## src/sv/quadratic_calibration_3axis_defines.svh

```systemverilog
// ----------------------------------------------------------------------------
// quadratic calibration assertion macros
// concurrent checks on clk with rst_n low as disable; empty for synthesis
// ----------------------------------------------------------------------------
`ifndef QUADRATIC_CALIBRATION_3AXIS_DEFINES_SVH
`define QUADRATIC_CALIBRATION_3AXIS_DEFINES_SVH

`ifndef SYNTHESIS
// property must hold at every clock edge out of reset
`define QCAL_ASSERT(lbl, prop, msg) \
    lbl: assert property (@(posedge clk) disable iff (!rst_n) prop) else $error(msg);
// expression must never be true out of reset
`define QCAL_ASSERT_NEVER(lbl, expr, msg) \
    lbl: assert property (@(posedge clk) disable iff (!rst_n) !(expr)) else $error(msg);
`else
`define QCAL_ASSERT(lbl, prop, msg)
`define QCAL_ASSERT_NEVER(lbl, expr, msg)
`endif

`endif

```

## src/sv/qcal_pkg.sv

```systemverilog
// ----------------------------------------------------------------------------
// qcal_pkg
// shared types and constants of the three-axis quadratic calibration block
// ----------------------------------------------------------------------------
`default_nettype none

package qcal_pkg;

    localparam int IN_W      = 16;
    localparam int OUT_W     = 32;
    localparam int CFG_W     = 48;
    localparam int CFG_IDX_W = 3;
    localparam int NUM_AXES  = 3;

    localparam logic signed [OUT_W-1:0] OUT_MAX = {1'b0, {(OUT_W-1){1'b1}}};
    localparam logic signed [OUT_W-1:0] OUT_MIN = {1'b1, {(OUT_W-1){1'b0}}};

    typedef enum logic [CFG_IDX_W-1:0] {
        CFG_LIN_ROW0   = 3'd0,
        CFG_LIN_ROW1   = 3'd1,
        CFG_LIN_ROW2   = 3'd2,
        CFG_QUAD_ROW0  = 3'd3,
        CFG_QUAD_ROW1  = 3'd4,
        CFG_QUAD_ROW2  = 3'd5,
        CFG_OFFSET_XYZ = 3'd6
    } cfg_index_t;

    typedef struct packed {
        logic signed [IN_W-1:0] sample_x;
        logic signed [IN_W-1:0] sample_y;
        logic signed [IN_W-1:0] sample_z;
    } sample_t;

    typedef struct packed {
        logic signed [OUT_W-1:0] out_x;
        logic signed [OUT_W-1:0] out_y;
        logic signed [OUT_W-1:0] out_z;
        logic                    saturated;
    } result_t;

    // one axis result leaving a lane
    typedef struct packed {
        logic signed [OUT_W-1:0] value;
        logic                    clip;
    } lane_res_t;

endpackage

`default_nettype wire

```

## src/sv/qcal_prep.sv

```systemverilog
// ----------------------------------------------------------------------------
// qcal_prep
// registers the sample, takes each axis to SAMPLE_BITS (zero-extended when wider) and forms its square
// ----------------------------------------------------------------------------
`default_nettype none

module qcal_prep #(
    parameter int SAMPLE_BITS = 16
) (
    input  logic                       clk,
    input  qcal_pkg::sample_t          sample,
    output logic signed [SAMPLE_BITS-1:0]   x [3],
    output logic        [2*SAMPLE_BITS-1:0] sq [3]
);
    import qcal_pkg::*;

    logic        [IN_W-1:0]          raw [NUM_AXES];
    logic signed [SAMPLE_BITS-1:0]   x_next [NUM_AXES];
    logic signed [SAMPLE_BITS-1:0]   x_reg [NUM_AXES];
    logic signed [SAMPLE_BITS-1:0]   x_d_reg [NUM_AXES];
    logic signed [2*SAMPLE_BITS-1:0] sq_next [NUM_AXES];
    logic        [2*SAMPLE_BITS-1:0] sq_reg [NUM_AXES];

    assign raw[0] = sample.sample_x;
    assign raw[1] = sample.sample_y;
    assign raw[2] = sample.sample_z;

    // low bits taken as the sample; wider samples see the port zero-extended
    generate
        if (SAMPLE_BITS <= IN_W) begin : g_narrow
            always_comb
            begin
                for (int j = 0; j < NUM_AXES; j++)
                begin
                    x_next[j] = raw[j][SAMPLE_BITS-1:0];
                end
            end
        end else begin : g_wide
            always_comb
            begin
                for (int j = 0; j < NUM_AXES; j++)
                begin
                    x_next[j] = {{(SAMPLE_BITS-IN_W){1'b0}}, raw[j]};
                end
            end
        end
    endgenerate

    always_comb
    begin
        for (int j = 0; j < NUM_AXES; j++)
        begin
            sq_next[j] = x_reg[j] * x_reg[j];
        end
    end

    always_ff @(posedge clk)
    begin
        for (int j = 0; j < NUM_AXES; j++)
        begin
            x_reg[j]   <= x_next[j];
            x_d_reg[j] <= x_reg[j];
            sq_reg[j]  <= sq_next[j];
        end
    end

    assign x  = x_d_reg;
    assign sq = sq_reg;

endmodule

`default_nettype wire

```

## config.mk

```make
export PLATFORM = sky130hd
export DESIGN_NAME = qcal_prep
export DESIGN_NICKNAME = d
export VERILOG_FILES = /design/src/sv/quadratic_calibration_3axis_defines.svh /design/src/sv/qcal_pkg.sv /design/src/sv/qcal_prep.sv
export SDC_FILE = /design/constraint.sdc
export NUM_CORES = 2
export LEC_CHECK = 0
export ABC_CLOCK_PERIOD_IN_PS = 8000
export BUFFER_PORTS_ARGS = -buffer_cell sky130_fd_sc_hd__buf_2
export CAP_MARGIN = 20
export CORE_UTILIZATION = 50
export CTS_CLUSTER_DIAMETER = 30
export DETAILED_ROUTE_END_ITERATION = 12
export PLACE_DENSITY = 0.8
export SYNTH_ARGS = -nofsm -noshare
export SYNTH_HDL_FRONTEND = slang
export SYNTH_SLANG_ARGS = --single-unit
export TNS_END_PERCENT = 50
```

## constraint.sdc

```tcl
create_clock -name clk -period 8 [get_ports clk]
set_clock_uncertainty 0.2 [all_clocks]
set_input_delay 2.4 -clock clk [delete_from_list [all_inputs] [get_ports clk]]
set_output_delay 2.4 -clock clk [all_outputs]
set_load 0.02 [all_outputs]
```

==> results.py <==
metrics = {
    "drt": {
        "routed.top_layer": "met5",
        "postRouteAntennaNets": 0,
        "first_pass_iters": 5,
        "vias": 20430,
        "drc_errors": 0,
        "route.met3.wl_mm": 3.357,
        "met1Wirelength_mm": 26.49,
        "avgViaCountPerCell": 5.030,
        "wl_per_cell_um": 16.24,
        "dr_wl_met2_mm": 33.61,
        "wl_mm": 65.95,
        "drt_iter0_markers": 1046,
    },
    "floorplanning": {
        "fp.coreArea_sq_um": 60250,
        "num_rows": 90,
        "ios": 193,
        "die_x_um": 248.6,
        "initial_utilization_pct": 50.48,
        "die_area_sq_um": 61810,
        "dieHeight_um": 248.6,
    },
    "clocking": {
        "cts_hold_buffers": 0,
        "postCtsSetupRepairBufs": 0,
        "clock-root-buffer": "clkbuf_16",
        "clock_path_buffers": 2,
        "htree_levels": 4,
        "cts_tree": "built",
        "cts_resized": 0,
        "cts_sinks": 186,
        "clk_latency_ns": 0.51,
        "clk_pin_slew_ns": 0.09,
        "cts_made_buffers": 17,
    },
    "finish": {
        "seq_area_sq_um": 3724,
        "drive_above_1_share_pct": 8.354,
        "multi_input_area_sq_um": 22830,
        "nFillCells": 5097,
        "largest_reg_flops": 96,
        "diodes": 0,
        "fin_nets": 4285,
        "final_util_pct": 54.57,
        "synthToLayoutAreaGrowth_pct": 8.110,
        "layout_commonest_cell": "inv_1",
        "final_cell_mix": "942 x inv_1, 704 x fa_1, 265 x ha_1",
    },
    "timing": {
        "finalWorstSetupSlack_ns": 0.9234,
        "final.setup.tns_ns": 0,
        "slew_headroom_pct": 42.42,
        "finalCritPeriodShare_pct": 88.46,
        "tightest_slew_ns": 0.8625,
        "hold_viol": 0,
        "setup_viol": 0,
        "hold_ws_ns": 0.1740,
        "layout_min_cycle_time_ns": 7.077,
        "final-max-slew-violation-count": 0,
        "max_freq_ghz": 0.1413,
        "rsz0062_at_grt": "false",
    },
    "worst_setup_path": {
        "cpLargestDelayFamily": "adder cells",
        "cp_cell_sequence": "inv_1 -> nor2_1 -> fa_1 -> fa_1 -> fa_1 -> fa_1 -> fa_1 -> inv_1 -> fa_1 -> inv_1 -> ha_1 -> and3_1 -> and4_1 -> nand3_1 -> a41oi_1 -> o211ai_1 -> nand2_1 -> o41ai_1 -> xnor2_1",
        "crit_path_frequent_cell": "fa_1",
        "path_max_fanout": 16,
        "crit_path_max_incr_delay_ns": 0.77,
        "cp.buffers_inverters": 3,
        "slowest_stage": "dfxtp_1",
        "cp-end-kind": "register",
        "critPathArrivalTime_ns": 7.32,
        "required_ns": 8.24,
        "critPathLaunchType": "register",
        "worstSetupPathType": "register to register",
    },
    "yosys": {
        "ys_seq_area_share_pct": 12.24,
        "ys_seq_elements": 186,
        "synth-edff-count": 0,
        "yosysUniqueCellTypes": 61,
        "ys.flop_type": "dfxtp_1",
        "syn_area_sq_um": 30410,
        "synth.avg_cell_area_sq_um": 9.778,
        "async_flop_share_pct": 0,
        "synthCells": 3110,
        "yosys_warnings": 0,
    },
    "place": {
        "place_ws_ns": 0.9122,
        "hpwlAfterDp_mm": 56.15,
        "routabilityCongestion": 0.9298,
        "port_buffers": 189,
    },
    "grt": {
        "antenna_found_initial": 2,
        "grt_use_total_pct": 23.24,
        "overflow": 0,
        "grt_pass1_wl_mm": 112.7,
        "grt_pass1_vias": 22640,
        "grt_max_degree": 25,
    },
    "run_status": {
        "run_status": "finished clean",
    },
    "run": {
        "cap_violations": 0,
    },
    "worst_hold_path": {
        "min_path_type": "register to register",
    },
}
[per-layer routing]
metal	vias to the layer above	track usage [%]
met2	557	39.55
met1	10400	29.23
met3	135	4.124
met4	2	9.760
met5	-	0
li1	9340	-
[cell type report]
| cell class | instances | area share [%] |
|---|---|---|
| inverter | 942 | 10.76 |
| tap | 782 | 2.976 |
| clock inverter | 15 | 0.7003 |
| multi-input combinational | 1904 | 69.45 |
| timing repair buffer | 216 | 3.494 |
| clock buffer | 17 | 1.294 |
| sequential | 186 | 11.33 |
[worst paths after layout]
check / start / to / slack [ns] / cells past startpoint
setup / recovery: x_reg[0][3] / sq[94] / 0.92 / 19
hold / removal: x_reg[0][4] / x[36] / 0.17 / 0
setup reg to reg: x_reg[0][3] / sq[94] / 0.92 / 19
hold reg to reg: x_reg[0][4] / x[36] / 0.17 / 0
[kinds of logic after synthesis]
| family | count (synthesis) | synth area share [%] |
|---|---|---|
| XOR/XNOR | 134 | 3.859 |
| multiplexers | 3 | 0.09875 |
| other | 1 | 0.01233 |
| flip-flops | 186 | 12.24 |
| buffers and inverters | 1022 | 12.69 |
| AO/OA/AOI/OAI | 223 | 4.880 |
| AND/OR/NAND/NOR | 572 | 8.961 |
| adder cells (fa/ha/maj) | 969 | 57.25 |
[cell usage after synthesis (29+ instances only)]
master	number	area, sq um
a21oi_1	70	350.3
and2_1	127	794.5
clkbuf_1	71	266.5
dfxtp_1	186	3724
fa_1	704	14090
ha_1	265	3316
inv_1	942	3536
nand2_1	243	912.1
nor2_1	94	352.8
o21ai_0	31	155.2
xnor2_1	105	919.6
xor2_1	29	254.0
[through the flow]
stage               instances  instance area, sq um
detailed placement       4030                 32220
floorplan                3112                 30420
finish                   4062                 32880
CTS                      4062                 32880
global route             4062                 32880
global placement         4030                 32220
Power is left out: the tool's default activity adds up to more than one toggle a clock period on the data nets, which glitch-free logic cannot reach.
