==> config.mk <==
export PLATFORM = sky130hd
export DESIGN_NAME = qcal_merge
export DESIGN_NICKNAME = d
export VERILOG_FILES = /design/src/sv/qcal_pkg.sv /design/src/sv/qcal_merge.sv
export VERILOG_INCLUDE_DIRS = /design/src /design/src/sv
export SDC_FILE = /design/constraint.sdc
export NUM_CORES = 1
export LEC_CHECK = 0
export BUFFER_PORTS_ARGS = -buffer_cell sky130_fd_sc_hd__buf_2
export CORE_ASPECT_RATIO = 0.75
export CORE_MARGIN = 10
export CORE_UTILIZATION = 36
export CTS_BUF_LIST = sky130_fd_sc_hd__clkbuf_16
export CTS_CLUSTER_DIAMETER = 40
export DETAILED_ROUTE_END_ITERATION = 7
export PLACE_DENSITY = 0.84
export RECOVER_POWER = 25
export SETUP_SLACK_MARGIN = 0.5
export SYNTH_ARGS = -nofsm -noshare
export SYNTH_HDL_FRONTEND = slang
export SYNTH_SLANG_ARGS = --single-unit
==> constraint.sdc <==
create_clock -name clk -period 1 [get_ports clk]
set_input_delay 0.05 -clock clk [delete_from_list [all_inputs] [get_ports clk]]
set_output_delay 0.05 -clock clk [all_outputs]
set_load 0.01 [all_outputs]
==> src/sv/quadratic_calibration_3axis_defines.svh <==
// ----------------------------------------------------------------------------
// quadratic calibration assertion macros
// concurrent checks on clk with rst_n low as disable; empty for synthesis
// ----------------------------------------------------------------------------
`ifndef QUADRATIC_CALIBRATION_3AXIS_DEFINES_SVH
`define QUADRATIC_CALIBRATION_3AXIS_DEFINES_SVH

`ifndef SYNTHESIS
// property must hold at every clock edge out of reset
`define QCAL_ASSERT(lbl, prop, msg) \
    lbl: assert property (@(posedge clk) disable iff (!rst_n) prop) else $error(msg);
// expression must never be true out of reset
`define QCAL_ASSERT_NEVER(lbl, expr, msg) \
    lbl: assert property (@(posedge clk) disable iff (!rst_n) !(expr)) else $error(msg);
`else
`define QCAL_ASSERT(lbl, prop, msg)
`define QCAL_ASSERT_NEVER(lbl, expr, msg)
`endif

`endif

==> src/sv/qcal_pkg.sv <==
// ----------------------------------------------------------------------------
// qcal_pkg
// shared types and constants of the three-axis quadratic calibration block
// ----------------------------------------------------------------------------
`default_nettype none

package qcal_pkg;

    localparam int IN_W      = 16;
    localparam int OUT_W     = 32;
    localparam int CFG_W     = 48;
    localparam int CFG_IDX_W = 3;
    localparam int NUM_AXES  = 3;

    localparam logic signed [OUT_W-1:0] OUT_MAX = {1'b0, {(OUT_W-1){1'b1}}};
    localparam logic signed [OUT_W-1:0] OUT_MIN = {1'b1, {(OUT_W-1){1'b0}}};

    typedef enum logic [CFG_IDX_W-1:0] {
        CFG_LIN_ROW0   = 3'd0,
        CFG_LIN_ROW1   = 3'd1,
        CFG_LIN_ROW2   = 3'd2,
        CFG_QUAD_ROW0  = 3'd3,
        CFG_QUAD_ROW1  = 3'd4,
        CFG_QUAD_ROW2  = 3'd5,
        CFG_OFFSET_XYZ = 3'd6
    } cfg_index_t;

    typedef struct packed {
        logic signed [IN_W-1:0] sample_x;
        logic signed [IN_W-1:0] sample_y;
        logic signed [IN_W-1:0] sample_z;
    } sample_t;

    typedef struct packed {
        logic signed [OUT_W-1:0] out_x;
        logic signed [OUT_W-1:0] out_y;
        logic signed [OUT_W-1:0] out_z;
        logic                    saturated;
    } result_t;

    // one axis result leaving a lane
    typedef struct packed {
        logic signed [OUT_W-1:0] value;
        logic                    clip;
    } lane_res_t;

endpackage

`default_nettype wire

==> src/sv/qcal_merge.sv <==
// ----------------------------------------------------------------------------
// qcal_merge
// gathers the three lane results into one result request with its strobe
// ----------------------------------------------------------------------------
`default_nettype none

`include "quadratic_calibration_3axis_defines.svh"

module qcal_merge (
    input  logic                clk,
    input  logic                rst_n,
    input  logic                in_valid,
    input  qcal_pkg::lane_res_t lane [3],
    output logic                done,
    output qcal_pkg::result_t   result
);
    import qcal_pkg::*;

    result_t result_next;
    result_t result_reg;
    logic    done_reg;
    logic    any_rail;

    always_comb
    begin
        result_next.out_x     = lane[0].value;
        result_next.out_y     = lane[1].value;
        result_next.out_z     = lane[2].value;
        result_next.saturated = lane[0].clip || lane[1].clip || lane[2].clip;
    end

    always_ff @(posedge clk)
    begin
        result_reg <= result_next;
    end

    always_ff @(posedge clk or negedge rst_n)
    begin
        if (!rst_n)
        begin
            done_reg <= 1'b0;
        end
        else
        begin
            done_reg <= in_valid;
        end
    end

    assign done   = done_reg;
    assign result = result_reg;

    // some axis sits at a rail
    assign any_rail = (result.out_x == OUT_MAX) || (result.out_x == OUT_MIN) ||
                      (result.out_y == OUT_MAX) || (result.out_y == OUT_MIN) ||
                      (result.out_z == OUT_MAX) || (result.out_z == OUT_MIN);

    // a flagged result has at least one axis pinned at a rail
    `QCAL_ASSERT_NEVER(a_sat_at_rail, done && result.saturated && !any_rail, "saturated flag with no axis at a rail")

endmodule

`default_nettype wire

==> results of run 1 <==
-- worst paths after layout --
check,from,end,slack [ns],cells past startpoint
min in group asynchronous,rst_n,done,0.02,2
setup / recovery,done,done,0.11,1
max in group asynchronous,rst_n,done,0.90,2
hold / removal,lane[0],result[0],-0.08,2
-- per-stage QoR --
step | setup slack (ns) | instances | hold slack (ns) | total power, mW
final | 0.114 | 488 | -0.0797 | 8.73
after CTS | 0.121 | 487 | -0.114 | 8.45
after global routing | 0.0874 | 488 | -0.0865 | 9.02
after floorplan | 0.482 | 99 | -0.246 | 4.37
after detailed placement | 0.374 | 373 | -0.175 | 4.78
after global placement | 0.379 | 373 | -0.174 | 4.76
-- synthesized netlist by cell type --
library cell / instances
or3_1: 1
dfrtp_1: 1
dfxtp_1: 97
-- power groups by stage --
stage	clock, mW	sequential [mW]	combinational, mW
4_1_cts	3.38	4.17	0.888
3_5_place_dp	0	4.24	0.539
2_1_floorplan	0	4.37	0.000942
5_1_grt	3.62	4.26	1.13
3_3_place_gp	0	4.24	0.523
6_report	3.40	4.25	1.08
-- layer usage --
metal | vias up | part of all wire, %
met3 | 14 | 14
met5 | - | 0
met2 | 158 | 50
met4 | 0 | 1.3
li1 | 922 | -
met1 | 965 | 35
-- cells by family after synthesis --
family,synth area share (%)
DFF,99.7
and+or+nand+nor,0.317
-- layout make-up --
class	instances	area [µm²]	area share [%]
Clock inverter	7	68.8	1.41
Multi-Input combinational cell	1	6.26	0.128
Timing Repair Buffer	297	2440	49.8
Sequential cell	98	2060	42.1
Antenna cell	1	2.50	0.0511
Clock buffer	9	225	4.60
Tap cell	75	93.8	1.92
-- repair_timing --
item	CTS	global route
setup endpoints to repair	98	108
pin swaps	0	0
resized for setup	34	129
hold endpoints to repair	99	1
==> impl_metrics.csv, run 1 <==
group,metric,value,unit
pwr,ir_drop,0.00142,V
setup_path,path_class,"reg2out",
floorplan,rows,23,
global_routing,use_met3,14.2,%
global_routing,grt_pass1_vias,2321,
setup_path,cp_cell_sequence,"buf_2",
synth,synthCells,99,
sta,drv_slew,0,
drt,drc,0,
pwr,power.leakage,2.33,nW
sta,rsz0062_at_grt,"true",
synth,yosys.area.top_type_share,98.4,%
placed_design,post_dp_cell_area,3060,µm²
job,drv_cap,0,
sta,period_minus_slack,0.886,ns
floorplan,num_io_pins,200,
synth,synth_seq_cells,98,
setup_path,crit_buf_inv,1,
drt,ant_nets,0,
sta,fin_crit_sh,88.6,%
sta,setup_tns,0,ns
drt,wl,11300,µm
global_routing,antenna_found_initial,1,
floorplan,die_y,84.1,µm
synth,synth_warnings,0,
setup_path,cp_data_required_time,0.95,ns
sta,setup-violations-final,0,
pwr,power_switching,1.94,mW
run_status,violations,"negative hold slack",
global_routing,grt_pass1_wl,14700,µm
drt,vias,2059,
global_routing,grt.busiest_layer,"met2",
global_routing,grtUsageTotal,22.2,%
placed_design,dp_hpwl,5650,µm
placed_design,portBuffers,199,
sta,whs,-0.0797,ns
pwr,power_density,1780,nW/µm²
finish,layout_commonest_cell,"buf_2",
sta,report.final.hold_viol_count,1,
synth,syn-cell-area,1970,µm²
setup_path,critPathSlowestCell,"dfrtp_1",
finish,utilization,92.0,%
clock_network,clk_pin_slew,0.07,ns
floorplan,coreArea,5320,µm²
setup_path,cp_slowest_stage_delay,0.36,ns
finish,mostFrequentLayoutCells,"buf_2 (123), dlygate4sd3_1 (88), buf_6 (74), dfxtp_2 (74), dfxtp_1 (23)",
global_routing,met2_usage,39.4,%
global_routing,overflow,0,
drt,drt_iter0_markers,39,
synth,avgSynthCellArea,19.9,µm²
sta,fmax,1130,MHz
setup_path,cp-end-kind,"primary output",
setup_path,worst_setup_path_start_kind,"register",
sta,relSlewSlack,90.2,%
clock_network,clockBufferDepth,2,
floorplan,die-area,8870,µm²
clock_network,tritoncts,"yes",
clock_network,htree_num_levels,3,
sta,tightest_slew,0.147,ns
finish,final_nets,509,
clock_network,cts-root-buf,"clkbuf_16",
global_routing,met1_usage,20.7,%
pwr,seqPwrFrac,48.7,%
pwr,pwr-share-clk,38.9,%
floorplan,initial_core_util,37.1,%
pwr,swShare,22.3,%
placed_design,routabilityCongestion,0.804,
run_status,status,"finished, violations left",
synth,yosys-top-cells-area,"dfxtp_1 (98%), dfrtp_1 (1.3%), or3_1 (0.32%)",
finish,design_area,4900,µm²
clock_network,cts_setup_buffers,0,
setup_path,arrival,0.84,ns
drt,via_per_inst,4.22,
floorplan,die_x,105,µm
finish,largest_reg_flops,97,
finish,drive_above_1_share,69.4,%
clock_network,cts_hold_buf,98,
finish,nFillCells,179,
clock_network,cts_num_sinks,98,
synth,yosys.area.top_type,"dfxtp_1",
finish,area_growth,148,%
drt,first_pass_iters,4,
clock_network,numCtsBuffers,9,
synth,syn_nets,201,
global_routing,grt_max_degree,17,
synth,seq_area_frac_synth,99.7,%
drt,wl_per_cell,23.2,µm
min_path,hp-class,"in2reg",
setup_path,critPathTopFamily,"flip-flops",
synth,yosysUniqueCellTypes,3,
setup_path,path_max_fanout,1,
pwr,pwr-share-comb,12.3,%
pwr,internal_power,6.79,mW
(Power assumes the default switching activity.)
==> run 2, diff against run 1 <==
--- a/config.mk
+++ b/config.mk
@@ -6,6 +6,7 @@
 export SDC_FILE = /design/constraint.sdc
 export NUM_CORES = 1
 export LEC_CHECK = 0
+export ABC_AREA = 1
 export BUFFER_PORTS_ARGS = -buffer_cell sky130_fd_sc_hd__buf_2
 export CORE_ASPECT_RATIO = 0.75
 export CORE_MARGIN = 10
==> run 2 against run 1 <==
The run still ends with negative hold slack left. Sequential share of layout area decreased by 0.57 points. Clock power increased by 9.1%. Utilization increased by 1.6 points. Power increased by 4.6%. Routed wire length increased by 24%. Final cell count increased by 1.2%. First-iteration DRC count increased to 3.4 times the previous value. Largest cell class unchanged. Highest routed layer is now met5.
==> impl_metrics.csv, run 2 <==
group,metric,value,unit
finish,area_growth,152,%
placed_design,dp_hpwl,6000,µm
floorplan,initial_core_util,37.2,%
drt,drc,0,
sta,report.final.hold_viol_count,1,
setup_path,path_max_fanout,1,
finish,layout_commonest_cell,"buf_2",
sta,fin_crit_sh,90.4,%
clock_network,cts_hold_buf,98,
global_routing,grt_pass1_wl,16000,µm
global_routing,grtUsageTotal,23.9,%
drt,ant_nets,0,
synth,synthCells,101,
synth,synth_edf_count,0,
synth,syn_nets,203,
finish,mostFrequentLayoutCells,"buf_2 (113), dlygate4sd3_1 (85), buf_6 (79), dfxtp_2 (79), dfxtp_1 (18)",
clock_network,clk_pin_slew,0.08,ns
sta,setup-violations-final,0,
setup_path,cp.depth,1,
placed_design,dp.cells,375,
synth,yosys-top-cells-area,"dfxtp_1 (98%), dfrtp_1 (1.3%), inv_1 (0.19%)",
setup_path,cp_slowest_stage_delay,0.38,ns
pwr,ir_drop,0.00159,V
setup_path,arrival,0.85,ns
synth,avgSynthCellArea,19.6,µm²
floorplan,die_x,106,µm
drt,via_per_inst,4.52,
drt,first_pass_iters,4,
clock_network,tritoncts,"yes",
synth,seq_area_frac_synth,99.4,%
run_status,status,"finished, violations left",
setup_path,crit_buf_inv,1,
setup_path,worst_setup_path_start_kind,"register",
run_status,violations,"negative hold slack",
pwr,power.leakage,2.38,nW
floorplan,die-area,8890,µm²
clock_network,cts_num_sinks,98,
floorplan,coreArea,5320,µm²
finish,largest_reg_flops,97,
synth,yosys.area.top_type,"dfxtp_1",
drt,wl,14000,µm
sta,drv_slew,0,
synth,yosysUniqueCellTypes,5,
floorplan,die_y,84.2,µm
placed_design,portBuffers,199,
sta,fmax,1110,MHz
drt,drt_iter0_markers,132,
synth,syn-cell-area,1980,µm²
synth,yosys.area.top_type_share,98.2,%
pwr,power_density,1830,nW/µm²
setup_path,critPathSlowestCell,"dfrtp_1",
synth,synth_warnings,0,
min_path,hp-class,"in2reg",
sta,period_minus_slack,0.904,ns
sta,relSlewSlack,89.1,%
global_routing,grt_max_degree,20,
setup_path,path_class,"reg2out",
finish,final_nets,511,
sta,tightest_slew,0.163,ns
setup_path,critPathTopFamily,"flip-flops",
synth,synth.most_common_cell,"dfxtp_1",
sta,setup_tns,0,ns
floorplan,rows,23,
synth,ys.flop_type,"dfxtp_1",
setup_path,cp_cell_sequence,"buf_2",
clock_network,numCtsBuffers,9,
setup_path,cp-startpoint,"done",
global_routing,antenna_found_initial,4,
drt,wl_per_cell,28.4,µm
global_routing,grt_pass1_vias,2386,
global_routing,overflow,0,
synth,synth_common_cells,"dfxtp_1 (97), dfrtp_1 (1), inv_1 (1), nand2_1 (1), nor2_1 (1)",
drt,vias,2234,
clock_network,cts-root-buf,"clkbuf_16",
synth,async_flop_share,1.02,%
clock_network,clockBufferDepth,2,
floorplan,num_io_pins,200,
job,drv_cap,0,
sta,whs,-0.0892,ns
finish,final_cell_count_no_fill,494,
sta,rsz0062_at_grt,"true",
setup_path,cp_data_required_time,0.95,ns
placed_design,routabilityCongestion,0.806,
finish,drive_above_1_share,69.3,%
synth,synth_seq_cells,98,
setup_path,cp-endpoint,"done",
clock_network,htree_num_levels,3,
setup_path,cp-end-kind,"primary output",
run 2: changes by cell type after synthesis:
cell and change:
inv_1 +1, nand2_1 +1, nor2_1 +1, or3_1 -1
run 2: kinds of logic (layout without fill, tap and decap cells):
kind of cell	count (synthesis)	after routing	synth area share, %
other	0	5	0
buffers and inverters	1	314	0.190
and+or+nand+nor	2	2	0.379
DFF	98	98	99.4
run 2: report_power, final:
| part | switching, mW | total (mW) | internal (mW) |
|---|---|---|---|
| combinational | 0.425 | 1.14 | 0.716 |
| clock | 1.70 | 3.71 | 2.02 |
| sequential | 0.132 | 4.28 | 4.15 |
run 2: how the worst min path moves through the flow:
stage / to / depth (start not counted) / start / slack, ns
finish: result[0] / 3 / lane[66] / -0.09
global route: result[0] / 3 / lane[66] / -0.09
CTS: result[0] / 3 / lane[0] / -0.12
detailed placement: done / 1 / rst_n / -0.17
global placement: done / 1 / rst_n / -0.17
floorplan: done / 0 / rst_n / -0.25
run 2: metrics by stage:
| stage | total power, mW | worst slack (ns) | util (%) | cell area (µm²) | hold WS [ns] |
|---|---|---|---|---|---|
| 6_report | 9.13 | 0.0964 | 93.5 | 4980 | -0.0892 |
| 5_1_grt | 9.33 | 0.0746 | 93.5 | 4980 | -0.0899 |
| 4_1_cts | 8.68 | 0.116 | 85.1 | 4530 | -0.116 |
| 3_5_place_dp | 4.79 | 0.485 | 57.6 | 3070 | -0.168 |
| 3_3_place_gp | 4.76 | 0.478 | 57.6 | 3070 | -0.175 |
| 2_1_floorplan | 4.37 | 0.574 | - | 1980 | -0.246 |
run 2: timing repair:
| item | 4_1_cts | 5_1_grt |
|---|---|---|
| setup endpoints to repair | 98 | 111 |
| hold endpoints to repair | 99 | 1 |
| buffers inserted | 0 | 0 |
| resized for setup | 44 | 131 |
run 2: area by class of cell:
cell class,instances,area [µm²]
Tap cell,75,93.8
Inverter,1,3.75
Clock buffer,9,225
Fill cell,154,345
Sequential cell,98,2070
Clock inverter,7,92.6
Timing Repair Buffer,297,2480
Multi-Input combinational cell,2,7.51
Antenna cell,5,12.5
run 2: per-layer routing:
| layer | share of wire, % | GRT usage (%) | vias to the layer above |
|---|---|---|---|
| li1 | - | - | 930 |
| met1 | 36 | 22.9 | 1099 |
| met2 | 51 | 45.2 | 169 |
| met3 | 8.5 | 10.5 | 34 |
| met4 | 3.6 | 7.24 | 2 |
| met5 | 0.13 | 0 | - |
